### src/sv/tcd_pkg.sv
// Shared types and command codes for the trip command deframer.
// Used by tcd_front, tcd_back and trip_command_deframer_top; depends on nothing.
`timescale 1ns / 1ps
`default_nettype none

package tcd_pkg;

	// Command byte codes
	localparam logic [7:0] CMD_TRIP         = 8'h10;
	localparam logic [7:0] CMD_CLEAR_TRIP   = 8'h11;
	localparam logic [7:0] CMD_DISABLE      = 8'h12;
	localparam logic [7:0] CMD_ENABLE       = 8'h13;
	localparam logic [7:0] CMD_Q_TRIP       = 8'h14;
	localparam logic [7:0] CMD_Q_MASK       = 8'h15;
	localparam logic [7:0] CMD_SET_THR      = 8'h16;
	localparam logic [7:0] CMD_SET_REQ      = 8'h17;
	localparam logic [7:0] CMD_Q_THR        = 8'h18;
	localparam logic [7:0] CMD_PEDESTAL_ON  = 8'h20;
	localparam logic [7:0] CMD_PEDESTAL_OFF = 8'h21;
	localparam logic [7:0] CMD_BUF_START    = 8'h32;
	localparam logic [7:0] CMD_BUF_STOP     = 8'h33;
	localparam logic [7:0] CMD_Q_BUF        = 8'h36;

	// Payload bytes kept per frame
	localparam int HEAD_DEPTH = 5;
	// Channel index field width, enough for the largest channel count
	localparam int CH_IDX_W   = 3;

	// Decoded operation, length already checked
	typedef enum logic [3:0] {
		OP_NONE,
		OP_TRIP,
		OP_RESET_TRIP,
		OP_DISABLE,
		OP_ENABLE,
		OP_Q_TRIP,
		OP_Q_MASK,
		OP_SET_THR,
		OP_SET_REQ,
		OP_Q_THR,
		OP_PED_ON,
		OP_PED_OFF,
		OP_BUF_START,
		OP_BUF_STOP,
		OP_Q_BUF
	} op_t;

	// One job per received byte, front to back
	typedef struct packed {
		op_t                 op;
		logic                ch_ok;
		logic [CH_IDX_W-1:0] ch;
		logic [31:0]         data;
	} job_t;

	// One result transaction
	typedef struct packed {
		logic [7:0] tx_byte;
		logic       tx_valid;
		logic       last;
		logic [5:0] crowbar;
		logic       pedestal;
	} res_t;

endpackage

`default_nettype wire

### src/sv/tcd_fifo.sv
// Small register queue for packed transactions.
// Generic; used for the job queue and the result queue of the deframer.
`timescale 1ns / 1ps
`default_nettype none

module tcd_fifo #(
	parameter int WIDTH = 8,
	parameter int DEPTH = 4
) (
	input  wire logic             clk,
	input  wire logic             arst_n,
	input  wire logic             push,
	input  wire logic [WIDTH-1:0] wdata,
	output logic                  full,
	input  wire logic             pop,
	output logic [WIDTH-1:0]      rdata,
	output logic                  empty
);

	localparam int PTR_W = (DEPTH > 1) ? $clog2(DEPTH) : 1;
	localparam int CNT_W = $clog2(DEPTH + 1);

	logic [WIDTH-1:0] mem_q [DEPTH];
	logic [PTR_W-1:0] wr_ptr_q;
	logic [PTR_W-1:0] rd_ptr_q;
	logic [CNT_W-1:0] count_q;

	assign full  = (count_q == CNT_W'(DEPTH));
	assign empty = (count_q == '0);
	assign rdata = mem_q[rd_ptr_q];

	// Store entries
	always_ff @(posedge clk) begin
		if (push) begin
			mem_q[wr_ptr_q] <= wdata;
		end
	end

	// Advance pointers and occupancy
	always_ff @(posedge clk or negedge arst_n) begin
		if (!arst_n) begin
			wr_ptr_q <= '0;
			rd_ptr_q <= '0;
			count_q  <= '0;
		end else begin
			if (push) begin
				wr_ptr_q <= (wr_ptr_q == PTR_W'(DEPTH - 1)) ? '0 : wr_ptr_q + 1'b1;
			end
			if (pop) begin
				rd_ptr_q <= (rd_ptr_q == PTR_W'(DEPTH - 1)) ? '0 : rd_ptr_q + 1'b1;
			end
			if (push && !pop) begin
				count_q <= count_q + 1'b1;
			end else if (pop && !push) begin
				count_q <= count_q - 1'b1;
			end
		end
	end

	a_no_overflow: assert property (@(posedge clk) disable iff (!arst_n)
		push |-> (!full || pop))
		else $error("queue written while full");

	a_no_underflow: assert property (@(posedge clk) disable iff (!arst_n)
		pop |-> !empty)
		else $error("queue read while empty");

	a_balanced: assert property (@(posedge clk) disable iff (!arst_n)
		(push && pop) |=> (count_q == $past(count_q)))
		else $error("occupancy moved on simultaneous push and pop");

endmodule

`default_nettype wire

### src/sv/tcd_front.sv
// Frame parser: takes command, length and payload bytes and emits one job per byte.
// Depends on tcd_pkg for the command codes and the job type.
`timescale 1ns / 1ps
`default_nettype none

module tcd_front #(
	parameter int MAX_PAYLOAD = 64,
	parameter int CHANNELS    = 6
) (
	input  wire logic        clk,
	input  wire logic        arst_n,
	input  wire logic        push,
	input  wire logic [7:0]  rx_byte,
	output logic             full,
	input  wire logic        job_full,
	output logic             job_push,
	output tcd_pkg::job_t    job
);

	import tcd_pkg::*;

	localparam int LEN_W = $clog2(MAX_PAYLOAD + 1);

	typedef enum logic [2:0] {
		PH_CMD = 3'b001,
		PH_LEN = 3'b010,
		PH_PAY = 3'b100
	} phase_t;

	phase_t           phase_q;
	logic [7:0]       cmd_q;
	logic [LEN_W-1:0] len_q;
	logic [LEN_W-1:0] cnt_q;
	logic [7:0]       head_q [HEAD_DEPTH];

	logic [7:0]       head_m [HEAD_DEPTH];
	logic [LEN_W-1:0] cnt_inc;
	logic             accept;
	logic             run;
	logic [7:0]       run_len;

	function automatic op_t decode(input logic [7:0] cmd, input logic [7:0] len);
		op_t op;
		case (cmd)
			CMD_TRIP:         op = (len == 8'd1) ? OP_TRIP : OP_NONE;
			CMD_CLEAR_TRIP:   op = (len == 8'd1) ? OP_RESET_TRIP : OP_NONE;
			CMD_DISABLE:      op = (len == 8'd1) ? OP_DISABLE : OP_NONE;
			CMD_ENABLE:       op = (len == 8'd1) ? OP_ENABLE : OP_NONE;
			CMD_Q_TRIP:       op = (len == 8'd0) ? OP_Q_TRIP : OP_NONE;
			CMD_Q_MASK:       op = (len == 8'd0) ? OP_Q_MASK : OP_NONE;
			CMD_SET_THR:      op = (len == 8'd5) ? OP_SET_THR : OP_NONE;
			CMD_SET_REQ:      op = (len == 8'd3) ? OP_SET_REQ : OP_NONE;
			CMD_Q_THR:        op = (len == 8'd0) ? OP_Q_THR : OP_NONE;
			CMD_PEDESTAL_ON:  op = (len == 8'd0) ? OP_PED_ON : OP_NONE;
			CMD_PEDESTAL_OFF: op = (len == 8'd0) ? OP_PED_OFF : OP_NONE;
			CMD_BUF_START:    op = (len == 8'd0) ? OP_BUF_START : OP_NONE;
			CMD_BUF_STOP:     op = (len == 8'd0) ? OP_BUF_STOP : OP_NONE;
			CMD_Q_BUF:        op = (len == 8'd0) ? OP_Q_BUF : OP_NONE;
			default:          op = OP_NONE;
		endcase
		return op;
	endfunction

	assign full     = job_full;
	assign accept   = push && !job_full;
	assign job_push = accept;
	assign cnt_inc  = cnt_q + 1'b1;

	// Merge the current payload byte into the kept head
	always_comb begin
		for (int i = 0; i < HEAD_DEPTH; i++) begin
			head_m[i] = ((phase_q == PH_PAY) && (cnt_q == LEN_W'(i))) ? rx_byte : head_q[i];
		end
	end

	// Classify the byte: frame end runs the command
	always_comb begin
		run     = 1'b0;
		run_len = 8'd0;
		case (phase_q)
			PH_LEN: begin
				run     = (rx_byte == 8'd0);
				run_len = 8'd0;
			end
			PH_PAY: begin
				run     = (cnt_inc == len_q);
				run_len = 8'(len_q);
			end
			default: begin
				run     = 1'b0;
				run_len = 8'd0;
			end
		endcase
		job.op    = run ? decode(cmd_q, run_len) : OP_NONE;
		job.ch_ok = (head_m[0] < 8'(CHANNELS));
		job.ch    = head_m[0][CH_IDX_W-1:0];
		job.data  = {head_m[4], head_m[3], head_m[2], head_m[1]};
	end

	// Keep payload head bytes
	always_ff @(posedge clk) begin
		if (accept && (phase_q == PH_PAY) && (cnt_q < LEN_W'(HEAD_DEPTH))) begin
			head_q[cnt_q[2:0]] <= rx_byte;
		end
	end

	// Advance the parse phase
	always_ff @(posedge clk or negedge arst_n) begin
		if (!arst_n) begin
			phase_q <= PH_CMD;
			cmd_q   <= '0;
			len_q   <= '0;
			cnt_q   <= '0;
		end else if (accept) begin
			case (phase_q)
				PH_CMD: begin
					cmd_q   <= rx_byte;
					phase_q <= PH_LEN;
				end
				PH_LEN: begin
					cnt_q <= '0;
					len_q <= LEN_W'(rx_byte);
					if ((rx_byte > 8'(MAX_PAYLOAD)) || (rx_byte == 8'd0)) begin
						phase_q <= PH_CMD;
					end else begin
						phase_q <= PH_PAY;
					end
				end
				PH_PAY: begin
					cnt_q <= cnt_inc;
					if (cnt_inc == len_q) begin
						phase_q <= PH_CMD;
					end
				end
				default: begin
					phase_q <= PH_CMD;
				end
			endcase
		end
	end

endmodule

`default_nettype wire

### src/sv/tcd_back.sv
// Command executor: applies jobs to the channel state and emits result transactions.
// Depends on tcd_pkg for the job and result types.
`timescale 1ns / 1ps
`default_nettype none

module tcd_back #(
	parameter int CHANNELS = 6
) (
	input  wire logic          clk,
	input  wire logic          arst_n,
	input  wire tcd_pkg::job_t job,
	input  wire logic          job_empty,
	output logic               job_pop,
	input  wire logic          res_full,
	output logic               res_push,
	output tcd_pkg::res_t      res
);

	import tcd_pkg::*;

	localparam int CHI_W = (CHANNELS > 1) ? $clog2(CHANNELS) : 1;

	typedef enum logic [1:0] {
		ST_RUN  = 2'b01,
		ST_DUMP = 2'b10
	} state_t;

	state_t              state_q;
	logic [CHI_W-1:0]    wi_q;
	logic [1:0]          bi_q;
	logic [CHANNELS-1:0] enable_q;
	logic [CHANNELS-1:0] tripped_q;
	logic [31:0]         thr_q [CHANNELS];
	logic [15:0]         req_q [CHANNELS];
	logic                ped_q;
	logic                buf_q;

	logic [CHANNELS-1:0] chan_bit;
	logic [CHI_W-1:0]    ch_idx;
	logic [CHANNELS-1:0] enable_d;
	logic [CHANNELS-1:0] tripped_d;
	logic                ped_d;
	logic                buf_d;
	logic                emit;
	logic                dumping;
	logic                dump_last;
	logic [7:0]          dump_byte;
	logic [7:0]          trip_ext;

	assign emit      = !res_full && ((state_q == ST_DUMP) || !job_empty);
	assign job_pop   = emit && (state_q == ST_RUN);
	assign dumping   = emit && ((state_q == ST_DUMP) || (job.op == OP_Q_THR));
	assign dump_last = (wi_q == CHI_W'(CHANNELS - 1)) && (bi_q == 2'd3);
	assign dump_byte = 8'(thr_q[wi_q] >> {bi_q, 3'b000});
	assign ch_idx    = job.ch[CHI_W-1:0];
	assign chan_bit  = job.ch_ok ? (CHANNELS'(1) << job.ch) : '0;

	// Compute the channel state after this job
	always_comb begin
		enable_d  = enable_q;
		tripped_d = tripped_q;
		ped_d     = ped_q;
		buf_d     = buf_q;
		if (job_pop) begin
			case (job.op)
				OP_TRIP: begin
					if ((enable_q & chan_bit) != '0) begin
						buf_d     = 1'b0;
						tripped_d = tripped_q | chan_bit;
					end
				end
				OP_RESET_TRIP: begin
					if (job.ch_ok) begin
						buf_d     = 1'b1;
						tripped_d = tripped_q & ~chan_bit;
						enable_d  = enable_q | chan_bit;
					end
				end
				OP_DISABLE:   enable_d = enable_q & ~chan_bit;
				OP_ENABLE:    enable_d = enable_q | chan_bit;
				OP_PED_ON:    ped_d = 1'b1;
				OP_PED_OFF:   ped_d = 1'b0;
				OP_BUF_START: buf_d = 1'b1;
				OP_BUF_STOP:  buf_d = 1'b0;
				default: begin
					enable_d = enable_q;
				end
			endcase
		end
	end

	// Build the result transaction
	always_comb begin
		trip_ext     = 8'(tripped_d);
		res.crowbar  = trip_ext[5:0];
		res.pedestal = ped_d;
		res.tx_byte  = 8'd0;
		res.tx_valid = 1'b0;
		res.last     = 1'b1;
		if ((state_q == ST_DUMP) || (job.op == OP_Q_THR)) begin
			res.tx_byte  = dump_byte;
			res.tx_valid = 1'b1;
			res.last     = dump_last;
		end else begin
			case (job.op)
				OP_Q_TRIP: begin
					res.tx_byte  = 8'(tripped_q);
					res.tx_valid = 1'b1;
				end
				OP_Q_MASK: begin
					res.tx_byte  = 8'(enable_q);
					res.tx_valid = 1'b1;
				end
				OP_Q_BUF: begin
					res.tx_byte  = 8'(buf_q);
					res.tx_valid = 1'b1;
				end
				default: begin
					res.tx_byte  = 8'd0;
					res.tx_valid = 1'b0;
				end
			endcase
		end
	end

	assign res_push = emit;

	// Hold channel state, store set commands
	always_ff @(posedge clk or negedge arst_n) begin
		if (!arst_n) begin
			enable_q  <= '0;
			tripped_q <= '0;
			ped_q     <= 1'b0;
			buf_q     <= 1'b0;
			for (int i = 0; i < CHANNELS; i++) begin
				thr_q[i] <= '0;
				req_q[i] <= '0;
			end
		end else begin
			enable_q  <= enable_d;
			tripped_q <= tripped_d;
			ped_q     <= ped_d;
			buf_q     <= buf_d;
			if (job_pop && job.ch_ok && (job.op == OP_SET_THR)) begin
				thr_q[ch_idx] <= job.data;
			end
			if (job_pop && job.ch_ok && (job.op == OP_SET_REQ)) begin
				req_q[ch_idx] <= job.data[15:0];
			end
		end
	end

	// Step through the threshold dump, one byte per transaction
	always_ff @(posedge clk or negedge arst_n) begin
		if (!arst_n) begin
			state_q <= ST_RUN;
			wi_q    <= '0;
			bi_q    <= '0;
		end else if (dumping) begin
			if (dump_last) begin
				wi_q    <= '0;
				bi_q    <= '0;
				state_q <= ST_RUN;
			end else begin
				bi_q    <= bi_q + 1'b1;
				wi_q    <= (bi_q == 2'd3) ? wi_q + 1'b1 : wi_q;
				state_q <= ST_DUMP;
			end
		end
	end

	a_run_counters_idle: assert property (@(posedge clk) disable iff (!arst_n)
		(state_q == ST_RUN) |-> ((wi_q == '0) && (bi_q == '0)))
		else $error("dump counters not cleared outside a dump");

	a_no_pop_in_dump: assert property (@(posedge clk) disable iff (!arst_n)
		(state_q == ST_DUMP) |-> !job_pop)
		else $error("job taken during a threshold dump");

	a_status_is_last: assert property (@(posedge clk) disable iff (!arst_n)
		(res_push && !res.tx_valid) |-> res.last)
		else $error("status-only result not marked last");

endmodule

`default_nettype wire

### src/sv/trip_command_deframer_top.sv
// Trip command deframer: received command frames in, response transactions out.
// Instantiates tcd_front, tcd_fifo (job and result queues) and tcd_back; uses tcd_pkg.
//
// Input channel: rx_byte is taken at a clock edge with push high and full low.
// Frames are command byte, length byte, then length payload bytes.
// Result channel: while empty is low the oldest result sits on tx_byte, tx_valid,
// last, crowbar_drive and pedestal_drive; pop high takes it at the clock edge.
// Every byte yields one result, or one per response byte with last on the final one.
// Path: a byte's job is registered in the job queue, its result in the result queue.
// Throughput: one byte per cycle while full is low; a threshold query holds the
// executor while it sends its 4*CHANNELS response bytes, and the 4-entry job
// queue lets the parser keep taking bytes meanwhile until it fills.
// Reset: parser waits for a command byte, channel state and thresholds are
// cleared, both queues are empty.
// Receiver stall: the result queue fills, the executor holds, the job queue
// fills and full rises; nothing is dropped.
`timescale 1ns / 1ps
`default_nettype none

module trip_command_deframer_top #(
	parameter int MAX_PAYLOAD = 64,
	parameter int CHANNELS    = 6
) (
	input  wire logic       clk,
	input  wire logic       arst_n,
	input  wire logic       push,
	input  wire logic [7:0] rx_byte,
	output logic            full,
	input  wire logic       pop,
	output logic            empty,
	output logic [7:0]      tx_byte,
	output logic            tx_valid,
	output logic            last,
	output logic [5:0]      crowbar_drive,
	output logic            pedestal_drive
);

	import tcd_pkg::*;

	localparam int JOB_DEPTH = 4;
	localparam int RES_DEPTH = 2;

	job_t job_in;
	job_t job_out;
	logic job_push;
	logic job_pop;
	logic job_full;
	logic job_empty;
	res_t res_in;
	res_t res_out;
	logic res_push;
	logic res_full;

	// Parse and classify incoming bytes
	tcd_front #(
		.MAX_PAYLOAD(MAX_PAYLOAD),
		.CHANNELS   (CHANNELS)
	) u_front (
		.clk     (clk),
		.arst_n  (arst_n),
		.push    (push),
		.rx_byte (rx_byte),
		.full    (full),
		.job_full(job_full),
		.job_push(job_push),
		.job     (job_in)
	);

	// Decouple parser from executor
	tcd_fifo #(
		.WIDTH($bits(job_t)),
		.DEPTH(JOB_DEPTH)
	) u_job_q (
		.clk   (clk),
		.arst_n(arst_n),
		.push  (job_push),
		.wdata (job_in),
		.full  (job_full),
		.pop   (job_pop),
		.rdata (job_out),
		.empty (job_empty)
	);

	// Execute commands and serialize responses
	tcd_back #(
		.CHANNELS(CHANNELS)
	) u_back (
		.clk      (clk),
		.arst_n   (arst_n),
		.job      (job_out),
		.job_empty(job_empty),
		.job_pop  (job_pop),
		.res_full (res_full),
		.res_push (res_push),
		.res      (res_in)
	);

	// Hold results for the receiver
	tcd_fifo #(
		.WIDTH($bits(res_t)),
		.DEPTH(RES_DEPTH)
	) u_res_q (
		.clk   (clk),
		.arst_n(arst_n),
		.push  (res_push),
		.wdata (res_in),
		.full  (res_full),
		.pop   (pop && !empty),
		.rdata (res_out),
		.empty (empty)
	);

	assign tx_byte        = res_out.tx_byte;
	assign tx_valid       = res_out.tx_valid;
	assign last           = res_out.last;
	assign crowbar_drive  = res_out.crowbar;
	assign pedestal_drive = res_out.pedestal;

endmodule

`default_nettype wire

### config.mk
export PLATFORM = sky130hd
export DESIGN_NAME = trip_command_deframer_top
export DESIGN_NICKNAME = d
export VERILOG_FILES = /design/src/sv/tcd_pkg.sv /design/src/sv/tcd_fifo.sv /design/src/sv/tcd_front.sv /design/src/sv/tcd_back.sv /design/src/sv/trip_command_deframer_top.sv
export SDC_FILE = /design/constraint.sdc
export NUM_CORES = 1
export LEC_CHECK = 0
export BUFFER_PORTS_ARGS = -buffer_cell sky130_fd_sc_hd__buf_2
export CORE_ASPECT_RATIO = 1.4
export CORE_MARGIN = 1
export CORE_UTILIZATION = 50
export CTS_BUF_LIST = sky130_fd_sc_hd__clkbuf_16
export DETAILED_ROUTE_END_ITERATION = 16
export GPL_TIMING_DRIVEN = 0
export PLACE_DENSITY = 0.67
export SKIP_LAST_GASP = 1
export SLEW_MARGIN = 10
export SYNTH_ARGS = -nofsm -noshare
export SYNTH_HDL_FRONTEND = slang
export SYNTH_HIERARCHICAL = 1
export SYNTH_SLANG_ARGS = --single-unit
### constraint.sdc
create_clock -name clk -period 3.45 [get_ports clk]
set_input_delay 0 -clock clk [delete_from_list [all_inputs] [get_ports clk]]
set_output_delay 0 -clock clk [all_outputs]
set_load 0.02 [all_outputs]
=== Word-level counts from Yosys, hierarchy flattened ===
Memories as Yosys holds them, arrays and structs flattened.
Index checks and enable logic that the tools add are counted.

* Memories kept: 3
* Memory bits (writable): 234
* Input port bits: 12
* Flip-flop bits (word level): 249
* Logic and storage cells: 218
* Output and inout bits: 19
* Bits in latches: 0
* ROM bits: 0

* Eq/ne operators: 49
* Order comparisons: 6
* Shift operators: 2
* $mul: 0
* $add $sub $neg: 11
* Divide/modulo/power cells: 0
* Bitwise gates (word level): 8
* Mux-type cells: 66
* Reductions and logical operators: 50

{| class="wikitable"
|+ Memory list
! memory !! words !! width !! read ports !! clocked after memory_dff !! wr ports !! RTL line !! text
|-
| u_job_q.mem_q || 4 || 40 || 1 || 0 || 1 || tcd_fifo.sv:23 || <nowiki>logic [WIDTH-1:0] mem_q [DEPTH];</nowiki>
|-
| u_front.head_q || 5 || 8 || 5 || 0 || 1 || tcd_front.sv:34 || <nowiki>logic [7:0] head_q [HEAD_DEPTH];</nowiki>
|-
| u_res_q.mem_q || 2 || 17 || 1 || 0 || 1 || tcd_fifo.sv:23 ||
|}

{| class="wikitable"
|+ Operators by type and width
! kind !! number
|-
| $bwmux 192 || 1
|-
| $bmux 32 s3 || 1
|-
| $demux 32 s3 || 1
|-
| $mux 32 || 3
|-
| $eq 8x5->1 const B || 9
|-
| $pmux 4 s14 || 1
|-
| $eq 8x6->1 const B || 5
|-
| $mux 8 || 5
|-
| $mux 4 || 8
|-
| $shr 32x5->8 || 1
|-
| $mux 3 || 10
|-
| $mux 6 || 5
|-
| $eq 4x4->1 const B || 6
|-
| $eq 7x2->1 const B || 3
|-
| $pmux 7 s3 || 1
|-
| $logic_and 1x1->1 || 20
|-
| $and 6x6->6 || 3
|-
| $pmux 6 s3 || 1
|-
| $eq 4x3->1 const B || 4
|-
| $logic_not 8->1 || 2
|-
| $mux 2 || 8
|-
| $eq 7x1->1 const B || 2
|-
| $eq 7x3->1 const B || 2
|-
| $pmux 7 s2 || 1
|-
| 44 further kinds || 89
|}

=== Logic depth before layout (Yosys ltp) ===
Gate-level depths: netlist of the first run.

* Depth after elaboration: 8
* Mapped depth: 11
* Gate-level depth less buffers: 10

=== Cells and area by module ===
The synthesis of the first run kept the hierarchy.

{| class="wikitable"
|+ By module, submodules not included
! module !! area an instance (um2) !! instances !! sequential area each (um2) !! cells an instance
|-
| tcd_back || 10188.5 || 1 || 5331.4 || 662
|-
| tcd_fifo (u_job_q) || 6239.7 || 1 || 4979.8 || 247
|-
| tcd_front || 3470.8 || 1 || 1828.0 || 285
|-
| tcd_fifo (u_res_q) || 1463.9 || 1 || 1121.1 || 69
|-
| trip_command_deframer_top || 13.8 || 1 || 0.0 || 1
|}

=== Worst setup path before layout of the first run ===
No wires, ideal clock.

* Path kind: flip-flop to flip-flop
* Start: reg u_job_q.rd_ptr_q[0]
* End: reg u_back.buf_q
* Arrival: 2.649 ns
* Cell stages (with the launch flop): 8
* Slack: 0.714 ns
* Clock period less this slack: 2.736 ns
* Data required time: 3.363 ns
* Path buffers: 2
* Library setup time: 0.087 ns
* Path through: dfrtp_1 > buf_6 > buf_12 > mux4_2 > nor4b_1 > a221oi_1 > or4_1 > o211ai_1

{| class="wikitable"
|+ RTL lines
! what !! RTL line !! text
|-
| start: declaration || tcd_fifo.sv:25 || <nowiki>logic [PTR_W-1:0] rd_ptr_q;</nowiki>
|-
| start signal: assignment || tcd_fifo.sv:50 || <nowiki>rd_ptr_q <= (rd_ptr_q == PTR_W'(DEPTH - 1)) ? '0 : rd_ptr_q + 1'b1;</nowiki>
|-
| end signal: assignment || tcd_back.sv:143 || <nowiki>buf_q <= buf_d;</nowiki>
|-
| end: declaration || tcd_back.sv:36 || <nowiki>logic buf_q;</nowiki>
|}

==> results of run 1 <==
==> registers in the layout (all words and copies together), names as in the netlist, named ones only <==
register	cells
u_res_q/wr_ptr_q	1
u_front/len_q	7
u_job_q/wr_ptr_q	2
u_front/cmd_q	8
u_res_q/rd_ptr_q	1
u_res_q/count_q	2
u_back/bi_q	2
u_job_q/rd_ptr_q	2
u_front/head_q	40
u_back/state_q	2
u_back/wi_q	3
u_res_q/mem_q	34
u_front/phase_q	3
u_job_q/mem_q	160
u_back/ped_q	1
u_back/thr_q	192
u_back/buf_q	1
u_front/cnt_q	7
u_back/tripped_q	6
u_job_q/count_q	3
==> worst paths after layout <==
kind	slack, ps	startpoint	cells after the start	to
worst min-delay path	310	pop	4	u_res_q/rd_ptr_q
worst max register to register	150	u_job_q/rd_ptr_q[1]	8	u_res_q/mem_q[0][15]
min in group asynchronous	500	arst_n	4	u_back/thr_q[74]
worst min register to register	490	u_back/thr_q[100]	1	u_back/thr_q[100]
max in group asynchronous	1790	arst_n	5	u_front/len_q[3]
worst max-delay path	150	u_job_q/rd_ptr_q[1]	8	u_res_q/mem_q[0][15]
==> routing by layer <==
metal | GRT usage, % | up-vias | share of wire (%) | wire length (µm)
li1 | - | 5125 | - | -
met4 | 9.74 | 0 | 4.2 | 2010
met2 | 40.9 | 254 | 53 | 25500
met1 | 28.1 | 6169 | 40 | 19200
met5 | 0 | - | 0 | 0
met3 | 2.49 | 89 | 2.9 | 1400
==> power by group <==
part	internal, mW	switching [mW]	total [mW]	leakage, nW
Sequential	6.87	0.335	7.21	5.56
Combinational	1.51	2.42	3.93	3.51
Clock	2.80	2.16	4.97	0.740
==> cell families (layout without fill, tap and decap cells) <==
logic type / Yosys count / in the layout
flip-flops: 483 / 483
AO/OA/AOI/OAI: 95 / 95
XOR/XNOR: 22 / 22
AND/OR/NAND/NOR: 178 / 178
multiplexers: 387 / 387
adder cells (fa/ha/maj): 15 / 15
buffers and inverters: 84 / 225
==> layout make-up <==
type	instances	share of cell area, %
Buffer	70	1.95
Timing Repair Buffer	56	2.09
Tap cell	546	2.83
Sequential cell	483	54.9
Clock buffer	49	5.08
Multi-Input combinational cell	697	31.8
Inverter	13	0.202
Clock inverter	37	1.12
==> per-stage QoR <==
| stage | utilization (%) | setup TNS (ps) |
|---|---|---|
| floorplan | - | 0 |
| detailed placement | 53.1 | -10090 |
| global route | 57.2 | 0 |
| CTS | 57.1 | -595 |
| global placement | 52.6 | -546270 |
| finish | 57.2 | 0 |
==> worst max-delay path: cells and delay by family (launching register included) <==
| kind | cells | cell delay (ps) |
|---|---|---|
| AOI/OAI and AO/OA | 1 | 480 |
| buffers and inverters | 3 | 1060 |
| DFF | 1 | 350 |
| muxes | 1 | 330 |
| and+or+nand+nor | 3 | 760 |
==> cell usage after synthesis (20+ instances only) <==
| cell | count |
|---|---|
| dfrtp_1 | 247 |
| edfxtp_1 | 234 |
| mux2_2 | 228 |
| mux4_2 | 86 |
| mux2_4 | 39 |
| mux2i_1 | 25 |
| nand2_1 | 24 |
| nor2_1 | 23 |
| clkbuf_1 | 22 |
| nor3_1 | 20 |
| o21ai_0 | 20 |
==> what timing repair did <==
item	CTS	global route
setup endpoints to repair	51	156
setup buffers	4	1
hold endpoints to repair	188	0
resized for setup	6	18
pin swaps	2	1
hold buffers	13	0
==> cell usage in the layout (no fill, tap or decap), drive strengths merged, types with 17 or more instances in the layout <==
master  synthesis  routed
buf            48      92
dfrtp         247     247
nand2          27      27
clkinv          1      20
nor2           26      26
o21ai          22      22
mux4           88      88
edfxtp        234     234
mux2          274     274
mux2i          25      25
inv            12      19
nor3           20      20
nand3          17      17
clkbuf         23      71
==> reports/summary.txt, run 1 <==
Synth Area in Adders: 0.913%
Slew HR: 10.5%
Max-cap violations: 0
Crit Path Class: reg -> reg
post-DR vias/cell: 5.96
final setup violation count: 0
Nets: 1395
Core ar.: 0.0422 mm²
Hold Violations, Final: 0
routability cong.: 0.883
Slew @ Worst Pin: 1330 ps
endpoint type of the worst setup path: register
Antenna Violating Nets Remaining: 0
via count of the first global-routing pass: 12200
most frequent CP cell: clkbuf_1
initial antenna violation count: 0
Die X: 177 µm
asr flop ratio synth: 51.6%
dpl cells: 1848
arrival time worst endpoint: 3570 ps
largest net degree at the start of global routing: 114
GR Util All Layers: 22.9%
multi-input logic area: 0.00767 mm²
share of cells above drive strength 1: 39.1%
maximum fanout along the worst path: 10
mux contribution to synthesized area: 25.6%
DP Worst Slack: -553 ps
Skew-Pair Late Insertion Delay: 560 ps
ratio of final minimum period to clock period: 95.7%
xor and xnor fraction of the mapped netlist area: 0.901%
synth warn: 6
number of buffers created by CTS: 47
Net Count, Synth: 1291
first-pass GRT wire length: 73800 µm
CP max stage delay: 490 ps
cell count after synthesis: 1264
clock transition at the registers of the reported paths: 60 ps
Slew Limit Fails: 0
Reg area: 0.0133 mm²
antenna fix cells: 0
row cnt: 89
Synth area leader: edfxtp_1
residual overflow from global routing: 0
Pwr Density: 667 mW/mm²
Final Cell Area: 0.0241 mm²
Worst VDD drop: 0.501 mV
Seq cells post-synth: 483
skew final: 19.3 ps
most area-consuming cells after synthesis: edfxtp_1, dfrtp_1, mux2_2
worst endpoint required time: 3720 ps
final total power: 16.1 mW
Post-Synth Simple-Gate Area: 5.13%
Layout Cells excl Fill: 1951
Hold Worst Slack: 311 ps
Filler Cell Count: 3227
placed inst area: 0.0224 mm²
critical-path cell list: clkbuf_1, buf_2, mux4_2, clkbuf_1, nor4bb_4, o21ai_2, nor4_1, or3_1
DRT iter0 DRCs: 671
compound-cell area share of the yosys netlist: 3.02%
Die Ht: 247 µm
TritonCTS clock tree: done
main flop type after synthesis: dfrtp_1
full die area: 0.0436 mm²
DRC: 0
largest family of logic cells by synthesized area: multiplexers
area fraction of the dominant cell type after synthesis: 32.9%
P&R area growth vs syn: 12.9%
Ports: 31
CTS sink count: 483
Min-Delay Path Class: in -> reg
routed vias: 11600
H-tree Lvls: 2
CP startpoint kind: register
RSZ-0062 raised after global routing: false
Total Wirelength: 48100 µm
HPWL after detailed placement: 32700 µm
Fmax: 303 MHz
Cell variety after synth: 78
Mean Syn Cell Area: 16.9 µm²
outcome: finished, final reports clean
final setup margin: 148 ps
DR pass1 iterations: 5
Synth Cell Area: 0.0214 mm²
Leak Pwr: 9.81 nW
sequential element share of the synthesized area: 62.0%
Starting Density: 50.7%
Crit-path slowest cell: or3_1
Max clock buf depth: 3
Avg WL per Cell: 24.7 µm
crit path time final: 3300 ps
I/O Buffers: 30
CTS Root Buffer Type: clkbuf_16
Post-synth EDFFs: 234
(Power assumes the default switching activity.)
==> inputs of run 2 (changes only) <==
--- a/config.mk
+++ b/config.mk
@@ -6,13 +6,15 @@
 export NUM_CORES = 1
 export LEC_CHECK = 0
 export BUFFER_PORTS_ARGS = -buffer_cell sky130_fd_sc_hd__buf_2
-export CORE_ASPECT_RATIO = 1.4
+export CELL_PAD_IN_SITES_DETAIL_PLACEMENT = 1
+export CELL_PAD_IN_SITES_GLOBAL_PLACEMENT = 1
+export CORE_ASPECT_RATIO = 0.7
 export CORE_MARGIN = 1
 export CORE_UTILIZATION = 50
 export CTS_BUF_LIST = sky130_fd_sc_hd__clkbuf_16
 export DETAILED_ROUTE_END_ITERATION = 16
 export GPL_TIMING_DRIVEN = 0
-export PLACE_DENSITY = 0.67
+export PLACE_DENSITY = 0.75
 export SKIP_LAST_GASP = 1
 export SLEW_MARGIN = 10
 export SYNTH_ARGS = -nofsm -noshare
==> reports/summary.txt, run 2 (synthesis gave the netlist of run 1 again) <==
Worst VDD drop: 0.464 mV (was 0.501 mV)
largest net degree at the start of global routing: 109 (was 114)
Pwr Density: 684 mW/mm² (was 667 mW/mm²)
post-DR vias/cell: 6.14 (was 5.96)
Filler Cell Count: 3723 (was 3227)
Ports: 31 (unchanged)
worst reg-to-reg setup slack: 60 ps (was 150 ps)
first-pass GRT wire length: 83400 µm (was 73800 µm)
initial antenna violation count: 2 (was 0)
clock transition at the registers of the reported paths: 60 ps (about the same)
max reg flops: 192 (unchanged)
full die area: 0.0436 mm² (about the same)
Hold Path Depth: 2 (was 4)
Crit Path Class: reg -> reg (unchanged)
Slew HR: 17.0% (was 10.5%)
Die X: 249 µm (was 177 µm)
endpoint type of the worst setup path: register (unchanged)
routability cong.: 0.804 (was 0.883)
Skew-Pair Late Insertion Delay: 580 ps (was 560 ps)
row cnt: 62 (was 89)
Worst Setup SP: u_back/wi_q[1] (was u_job_q/rd_ptr_q[1])
Min-Delay Path Class: in -> reg (unchanged)
Hold Violations, Final: 0 (unchanged)
Max clock buf depth: 3 (unchanged)
DR pass1 iterations: 4 (was 5)
skew final: 19.1 ps (was 19.3 ps)
outcome: finished, final reports clean (unchanged)
Die Ht: 175 µm (was 247 µm)
Total Wirelength: 54400 µm (was 48100 µm)
CTS Root Buffer Type: clkbuf_16 (unchanged)
commonest cells after routing, fill and taps aside: dfrtp_1, edfxtp_1, mux2_2, mux4_2, clkbuf_16 (unchanged)
via count of the first global-routing pass: 12900 (was 12200)
Reg power frac: 43.6% (was 44.8%)
number of buffers created by CTS: 48 (was 47)
Hold Worst Slack: 258 ps (was 311 ps)
routed vias: 12000 (was 11600)
ratio of final minimum period to clock period: 98.4% (was 95.7%)
residual overflow from global routing: 0 (unchanged)
GR Util All Layers: 25.9% (was 22.9%)
Reg-to-Reg End: u_res_q/mem_q[1][12] (was u_res_q/mem_q[0][15])
TritonCTS clock tree: done (unchanged)
R2R cell count: 7 (was 8)
RSZ-0062 raised after global routing: false (unchanged)
DP Worst Slack: -243 ps (was -553 ps)
Slew @ Worst Pin: 1240 ps (was 1330 ps)
commonest non-fill, non-tap cell in the layout: dfrtp_1 (unchanged)
Clk pwr share: 31.8% (was 30.9%)
DRT iter0 DRCs: 871 (was 671)
crit path time final: 3390 ps (was 3300 ps)
CP startpoint kind: register (unchanged)
final setup violation count: 0 (unchanged)
P&R area growth vs syn: 13.4% (was 12.9%)
share of cells above drive strength 1: 39.2% (was 39.1%)
Starting Density: 51.4% (was 50.7%)
DRC: 0 (unchanged)
antenna fix cells: 0 (unchanged)
worst endpoint required time: 3680 ps (was 3720 ps)
Switching Fraction: 31.0% (was 30.5%)
internal power: 11.4 mW (was 11.2 mW)
crit path to: u_res_q/mem_q[1][12] (was u_res_q/mem_q[0][15])
Slew Limit Fails: 0 (unchanged)
arrival time worst endpoint: 3620 ps (was 3570 ps)
reg-to-reg critical path startpoint: u_back/wi_q[1] (was u_job_q/rd_ptr_q[1])
Max-cap violations: 0 (unchanged)
HPWL after detailed placement: 37100 µm (was 32700 µm)
Avg WL per Cell: 27.9 µm (was 24.7 µm)
Nets: 1396 (was 1395)
H-tree Lvls: 2 (unchanged)
Fmax: 295 MHz (was 303 MHz)
Core ar.: 0.0416 mm² (was 0.0422 mm²)
sw power: 5.15 mW (was 4.91 mW)
Top reg by flops: u_back/thr_q (unchanged)
CTS sink count: 483 (unchanged)
final setup margin: 55.9 ps (was 148 ps)
I/O Buffers: 30 (unchanged)
Antenna Violating Nets Remaining: 0 (unchanged)
Leak Pwr: 9.88 nW (was 9.81 nW)
Gate power share: 24.5% (was 24.4%)
maximum fanout along the worst path: 10 (unchanged)
## run 2: cell count changes in the layout (fill, tap and decap cells not counted), sizes merged
cell	before	now
clkinvlp	8	3
clkbuf	71	73
clkdlybuf4s15	0	1
inv	19	24
buf	92	91
bufinv	3	5
## run 2: final cells by class
type	count	area, µm²	area share (%)
Clock inverter	39	322	1.33
Sequential cell	483	13300	54.7
Buffer	70	478	1.97
Timing Repair Buffer	56	488	2.01
Tap cell	544	681	2.81
Multi-Input combinational cell	697	7690	31.7
Clock buffer	51	1280	5.26
Inverter	13	48.8	0.201
## run 2: what timing repair did
item	CTS	global route
buffers inserted	2	4
setup endpoints to repair	50	154
pin swaps	1	3
resized for setup	4	24
hold buffers	13	0
endpoints found under the hold margin	202	0
## run 2: stage by stage
| step | util, % | std cells | instance area [µm²] | power, mW | setup TNS (ps) |
|---|---|---|---|---|---|
| after global placement | 53.4 | 1838 | 22200 | 11.1 | -577020 |
| after CTS | 58.1 | 1950 | 24100 | 16.7 | -262 |
| after detailed placement | 53.8 | 1845 | 22400 | 11.3 | -2670 |
| after floorplan | - | 1264 | 21400 | 9.93 | 0 |
| after global routing | 58.3 | 1953 | 24200 | 17.3 | 0 |
| final | 58.3 | 1953 | 24200 | 16.6 | 0 |
## run 2: metal layers
metal	GRT usage (%)	vias up	share of wire, %
met5	0	-	0.022
met4	5.94	2	1.6
met3	6.87	59	7.2
met2	38.6	325	44
met1	38.3	6466	47
li1	-	5143	-
## run 2: power by group through the flow
stage / registers (mW) / logic (mW) / clock network [mW]
6_report: 7.23 / 4.07 / 5.28
5_1_grt: 7.30 / 4.38 / 5.59
4_1_cts: 7.23 / 4.05 / 5.39
3_5_place_dp: 7.34 / 4.01 / 0
3_3_place_gp: 7.31 / 3.79 / 0
2_1_floorplan: 7.22 / 2.71 / 0
## run 2: worst max-delay path, cell delays in order (launching register included)
cell and delay [ps]:
dfrtp_1 350, buf_2 330, buf_2 440, clkdlybuf4s15_2 560
mux4_2 430, mux2i_2 460, o22a_1 230, o221ai_1 230
## run 2: worst min path at each step
stage	startpoint	end	slack [ps]
3_3_place_gp	rx_byte[6]	u_front/head_q[4][6]	320
2_1_floorplan	arst_n	asynchronous set/reset pin	-300
6_report	rx_byte[6]	u_front/head_q[3][6]	260
5_1_grt	rx_byte[6]	u_front/head_q[4][6]	310
3_5_place_dp	arst_n	u_front/len_q[3]	20
4_1_cts	rx_byte[6]	u_front/head_q[4][6]	260
